### config.mk
export PLATFORM = sky130hd
export DESIGN_NAME = bracket_balance_checker_top
export DESIGN_NICKNAME = d
export VERILOG_FILES = /design/src/rtl/bbc_pkg.sv /design/src/rtl/bracket_balance_checker_top.sv
export SDC_FILE = /design/constraint.sdc
export NUM_CORES = 1
export LEC_CHECK = 0
export BUFFER_PORTS_ARGS = -buffer_cell sky130_fd_sc_hd__buf_2
export CORE_UTILIZATION = 60
export CTS_CLUSTER_SIZE = 30
export DETAILED_ROUTE_END_ITERATION = 7
export GPL_ROUTABILITY_DRIVEN = 0
export PLACE_DENSITY = 0.81
export SYNTH_ARGS = -nofsm -noshare
export SYNTH_HDL_FRONTEND = slang
export SYNTH_SLANG_ARGS = --single-unit
### constraint.sdc
create_clock -name clk -period 5.2 [get_ports clk]
set_input_delay 0.26 -clock clk [delete_from_list [all_inputs] [get_ports clk]]
set_output_delay 0.26 -clock clk [all_outputs]
set_load 0.01 [all_outputs]
### src/rtl/bbc_pkg.sv
// bbc_pkg: bracket kind codes and character decode for the bracket checker
// standalone package, no dependencies
package bbc_pkg;

  // bracket kinds as kept on the stack
  typedef enum logic [1:0] {
    KIND_ROUND  = 2'd0,
    KIND_SQUARE = 2'd1,
    KIND_CURLY  = 2'd2,
    KIND_NONE   = 2'd3
  } kind_t;

  // ascii codes of the six brackets
  localparam logic [7:0] CH_OPEN_ROUND   = 8'h28;
  localparam logic [7:0] CH_CLOSE_ROUND  = 8'h29;
  localparam logic [7:0] CH_OPEN_SQUARE  = 8'h5B;
  localparam logic [7:0] CH_CLOSE_SQUARE = 8'h5D;
  localparam logic [7:0] CH_OPEN_CURLY   = 8'h7B;
  localparam logic [7:0] CH_CLOSE_CURLY  = 8'h7D;

  // kind of an opening bracket, none for anything else
  function automatic kind_t open_kind(input logic [7:0] c);
    kind_t k;
    case (c)
      CH_OPEN_ROUND:  k = KIND_ROUND;
      CH_OPEN_SQUARE: k = KIND_SQUARE;
      CH_OPEN_CURLY:  k = KIND_CURLY;
      default:        k = KIND_NONE;
    endcase
    return k;
  endfunction

  // kind of a closing bracket, none for anything else
  function automatic kind_t close_kind(input logic [7:0] c);
    kind_t k;
    case (c)
      CH_CLOSE_ROUND:  k = KIND_ROUND;
      CH_CLOSE_SQUARE: k = KIND_SQUARE;
      CH_CLOSE_CURLY:  k = KIND_CURLY;
      default:         k = KIND_NONE;
    endcase
    return k;
  endfunction

endpackage

### src/rtl/bracket_balance_checker_top.sv
// a verdict is registered and valid in the cycle after the last byte of a string is accepted
// throughput: one byte per cycle, but a last byte stalls while a stalled verdict is held; the stack
// top sits in a register and the single memory read port always prefetches the entry just below it
// reset (rst, synchronous): clears stack level, failure and overflow flags and the
// output valid; the stack memory itself is not cleared
// depends on bbc_pkg
module bracket_balance_checker_top #(
  parameter int STACK_DEPTH = 64
) (
  input  logic       clk,
  input  logic       rst,
  input  logic       in_valid,
  output logic       in_stall,
  input  logic [7:0] char_code,
  input  logic       is_last,
  output logic       out_valid,
  input  logic       out_stall,
  output logic       balanced,
  output logic       overflowed
);
  import bbc_pkg::*;

  localparam int LW = $clog2(STACK_DEPTH + 1);
  localparam int AW = $clog2(STACK_DEPTH);

  // stack memory, holds every entry below the level including the top
  kind_t   stack_mem [STACK_DEPTH];
  kind_t   below_kind;
  logic [AW-1:0] rd_addr;

  logic [LW-1:0] level, level_next;
  kind_t   top_kind, top_kind_next;
  logic    failed, failed_next;
  logic    ovf, ovf_next;
  logic    push;
  logic    accept;
  logic    res_balanced, res_ovf;
  logic [LW-1:0] rd_level;
  kind_t   ok, ck;

  // a last byte needs the output slot; other bytes always go in
  assign in_stall = out_valid & out_stall & is_last;
  assign accept   = in_valid & ~in_stall;

  assign ok = open_kind(char_code);
  assign ck = close_kind(char_code);

  // stack update for one transaction
  always_comb begin
    level_next    = level;
    top_kind_next = top_kind;
    failed_next   = failed;
    ovf_next      = ovf;
    push          = 1'b0;
    if (accept && !failed) begin
      if (ok != KIND_NONE) begin
        if (level == LW'(STACK_DEPTH)) begin
          ovf_next = 1'b1;
        end else begin
          push          = 1'b1;
          level_next    = level + LW'(1);
          top_kind_next = ok;
        end
      end else if (level == '0) begin
        failed_next = 1'b1;
      end else if (ck != KIND_NONE) begin
        level_next    = level - LW'(1);
        top_kind_next = below_kind;
        if (top_kind != ck) begin
          failed_next = 1'b1;
        end
      end
    end
    res_balanced = ~failed_next & ~ovf_next & (level_next == '0);
    res_ovf      = ovf_next;
    if (accept && is_last) begin
      level_next  = '0;
      failed_next = 1'b0;
      ovf_next    = 1'b0;
    end
  end

  // prefetch the entry below the next top
  assign rd_level = level_next - LW'(2);
  assign rd_addr  = rd_level[AW-1:0];

  // memory write and registered read
  always_ff @(posedge clk) begin
    if (push) begin
      stack_mem[level[AW-1:0]] <= ok;
    end
    below_kind <= stack_mem[rd_addr];
  end

  // control state
  always_ff @(posedge clk) begin
    if (rst) begin
      level  <= '0;
      failed <= 1'b0;
      ovf    <= 1'b0;
    end else begin
      level  <= level_next;
      failed <= failed_next;
      ovf    <= ovf_next;
    end
  end

  // top of stack register
  always_ff @(posedge clk) begin
    top_kind <= top_kind_next;
  end

  // output register
  always_ff @(posedge clk) begin
    if (rst) begin
      out_valid <= 1'b0;
    end else if (accept && is_last) begin
      out_valid <= 1'b1;
    end else if (!out_stall) begin
      out_valid <= 1'b0;
    end
  end

  always_ff @(posedge clk) begin
    if (accept && is_last) begin
      balanced   <= res_balanced;
      overflowed <= res_ovf;
    end
  end

endmodule

==> impl_summary.txt <==
----------------------------------------------------
[Timing]
  Setup TNS Final ... 0 ns
  Unrepaired setup endpoints after global routing ... false
  Final setup viols ... 0
  Number of pins exceeding their max-slew limit in the final report ... 0
  Transition time at the pin with the least slew margin ... 0.796 ns
  Maximum achievable frequency ... 0.233 GHz
  Time the worst path needs with I/O delays and setup ... 4.29 ns
  Count of endpoints failing hold in the final timing report ... 0
  Tcrit/Tclk final ... 0.826
  Layout Skew ... 0.00768 ns
  Slew headroom ... 0.454

[CTS]
  Number of H-tree levels ... 4
  CTS buffer count ... 17
  Clock transition at the register clock pins on the worst setup and hold paths after CTS ... 0.06 ns
  Number of cells upsized or downsized after cts ... 0
  Count of buffers added by post-CTS timing repair for setup ... 0
  Hold buffers post-CTS ... 0
  Max Buffers Root-to-Sink ... 2
  Root Driver ... sky130_fd_sc_hd__clkbuf_16
  Clock Sink Count ... 144
  Clock insertion delay at the later pin of the skew report ... around 0.43 ns
  Clock tree from TritonCTS ... built

[GRT]
  Met1 usage in global routing ... 0.369
  Number of global-route vias before repair ... 4882
  Pin count of the biggest net entering global routing ... 65
  Overall track demand over capacity in global routing ... 0.299
  Global Route met3 Usage ... 0.0729
  Wire length of the first global-routing pass ... 25300 um
  Antenna violations before repair ... 0
  Total gr overflow ... 0
  Layer carrying the most global-route usage ... met2
  Global routing met2 resource utilization ... 0.487

[Logic synthesis]
  Mean cell area of the mapped netlist ... about 12 um^2
  Count of flip-flops with a built-in enable after synthesis ... 132
  Cell area after technology mapping ... slightly below 7000 um^2
  Share of synthesized area occupied by flip-flops and latches ... 0.609
  Count of yosys warnings during synthesis ... 0
  Post-synthesis sequential element count ... 144
  Proportion of register bits with asynchronous set or reset after synthesis ... 0
  Cells after synthesis ... between 500 and 600
  Synthesized net count ... 605
  Count of different cell masters after synthesis ... 71
  Commonest register cell after synthesis ... sky130_fd_sc_hd__edfxtp_1

[Route]
  Overall via count from detail_route ... 5029
  Drt initial violations ... around 630
  Number of nets with antenna violations after detailed routing ... 0
  Wire length per cell after detailed routing ... approximately 22 um
  Count of TritonRoute iterations in the first routing pass ... 6
  DRC violations left ... 0
  Drt total wl ... 16300 um
  Via-to-Cell Ratio ... 6.69

[Finish]
  Final #Nets ... 615
  Share of cells above drive strength 1 ... 0.137
  Finished Core Util ... 0.691
  Area overhead of the layout relative to synthesis ... 10.4%
  Most frequent cells in the layout ... 132 x sky130_fd_sc_hd__edfxtp_1, 84 x sky130_fd_sc_hd__nor2_1, 71 x sky130_fd_sc_hd__nand2_1
  Ant diodes ... 0
  Most frequent standard cell in the layout excluding fill and tap cells ... sky130_fd_sc_hd__edfxtp_1

[Pwr]
  VDD IR max ... 0.000247 V
  Cell leakage power ... 0.00284 uW
  Power Dens Cells ... ~320 nW/um^2

[Setup path]
  Highest fanout seen on the critical path ... 19
  Crit path required time ... 5.51 ns
  Kind of capture point of the worst setup path ... flop
  Arrival time worst endpoint ... around 4.6 ns
  Kind of critical path ... reg -> reg
  Launching element type of the critical path ... flop

[Outcome]
  Result of the run ... complete, no violations

[Placed design]
  Half-perimeter wire length after detailed placement ... ~10000 um
  Port Buffer Count ... 16

[Die]
  Floorplan row count ... 38
  Starting Density ... 0.626
  Boundary Pins ... 17
  Die footprint ... 11900 um^2
  Die Y ... about 110 um
  Chip width ... 109 um
  Standard cell core area ... ~11000 um^2

[Run]
  Total of max-cap violations ... 0

[Hold path]
  Worst hold path class ... in -> reg

----------------------------------------------------
## per-layer routing
layer / vias to the layer above / wire, um
li1: 2245 / -
met1: 2403 / 6120
met2: 320 / 7990
met3: 61 / 1600
met4: 0 / 614
met5: - / 0
## cells in the mapped netlist (all sizes together), types with 2 or more instances
cell | number | share of area
inv | 12 | 0.0069
ha | 3 | 0.0054
and4b | 3 | 0.0043
nand3 | 22 | 0.017
o31ai | 4 | 0.0043
a221oi | 23 | 0.029
o22ai | 3 | 0.0027
nor3 | 20 | 0.014
a22oi | 2 | 0.0029
a31oi | 4 | 0.0036
a32oi | 3 | 0.0038
and3 | 8 | 0.0080
o21ai | 8 | 0.0074
xnor2 | 4 | 0.0089
nand4b | 3 | 0.0056
o21a | 2 | 0.0022
edfxtp | 132 | 0.57
or2 | 2 | 0.0018
mux2i | 22 | 0.032
nor2b | 2 | 0.0029
mux4 | 5 | 0.016
a21oi | 40 | 0.030
nor2 | 85 | 0.046
a21boi | 4 | 0.0049
mux2 | 4 | 0.0071
nor3b | 2 | 0.0029
a211o | 2 | 0.0025
clkbuf | 18 | 0.0098
buf | 16 | 0.016
nand3b | 7 | 0.0076
dfxtp | 12 | 0.035
nand2 | 71 | 0.039
or3 | 6 | 0.0054
o32ai | 4 | 0.0051
and2 | 13 | 0.012
## cells by family (layout without fill, tap and decap cells)
| family | Yosys count | count (layout) | synth area share |
|---|---|---|---|
| AOI/OAI and AO/OA | 112 | 112 | 0.115 |
| and+or+nand+nor | 249 | 249 | 0.174 |
| muxes | 31 | 31 | 0.0553 |
| buffers and inverters | 46 | 69 | 0.0326 |
| xor gates and xnor gates | 4 | 4 | 0.00888 |
| adders and majority gates | 3 | 3 | 0.00544 |
| DFF | 144 | 144 | 0.609 |
## power breakdown
part           internal (uW)  total, uW  switching, uW  leakage, uW
Clock                    656       1120            469     0.000260
Sequential              1250       1250          0.824      0.00156
Combinational           14.5       42.9           28.4      0.00102
## state kept, by name (all words and copies together) (netlist names)
signal      count
stack_mem     128
level           7
below_kind      2
top_kind        2
balanced        1
failed          1
out_valid       1
overflowed      1
ovf             1
## final timing paths
path | end | slack (ns) | start | depth (start not counted)
max reg2reg | below_kind[1]$_DFF_P_ | 0.91 | level[0]$_SDFF_PP0_ | 14
min reg2reg | out_valid$_SDFFE_PP0P_ | 0.52 | out_valid$_SDFFE_PP0P_ | 2
min | out_valid$_SDFFE_PP0P_ | 0.14 | out_stall | 3
max | below_kind[1]$_DFF_P_ | 0.91 | level[0]$_SDFF_PP0_ | 14
## area by class of cell
type,count,area [um^2]
flip-flops and latches,144,4200
repair buffers,25,148
clock inverters,13,116
clock buffers,19,433
inverters,12,47.5
multi-input cells,399,2500
well taps,140,175
fillers,782,3410
## stage by stage
step | power [uW] | cell area [um^2] | setup WS, ns | hold slack (ns) | cells
CTS | 2420 | 7620 | 0.936 | 0.133 | 752
global route | 2470 | 7620 | 0.623 | 0.153 | 752
finish | 2420 | 7620 | 0.907 | 0.140 | 752
floorplan | 1300 | 6910 | 0.755 | 0.427 | 589
detailed placement | 1320 | 7070 | 0.983 | 0.513 | 720
global placement | 1310 | 7070 | 1.07 | 0.479 | 720
## critical path: stages (launching register included)
cell,delay (ns)
sky130_fd_sc_hd__dfxtp_1,0.32
sky130_fd_sc_hd__inv_2,0.29
sky130_fd_sc_hd__ha_1,0.23
sky130_fd_sc_hd__nor3b_2,0.22
sky130_fd_sc_hd__and3_1,0.27
sky130_fd_sc_hd__a21oi_2,0.10
sky130_fd_sc_hd__o21ai_4,0.34
sky130_fd_sc_hd__inv_4,0.17
sky130_fd_sc_hd__xnor2_2,0.65
sky130_fd_sc_hd__buf_4,0.38
sky130_fd_sc_hd__mux4_2,0.52
sky130_fd_sc_hd__nand2_1,0.08
sky130_fd_sc_hd__nand3_1,0.07
sky130_fd_sc_hd__and3_1,0.18
sky130_fd_sc_hd__or3b_1,0.33
(Power assumes the default switching activity.)
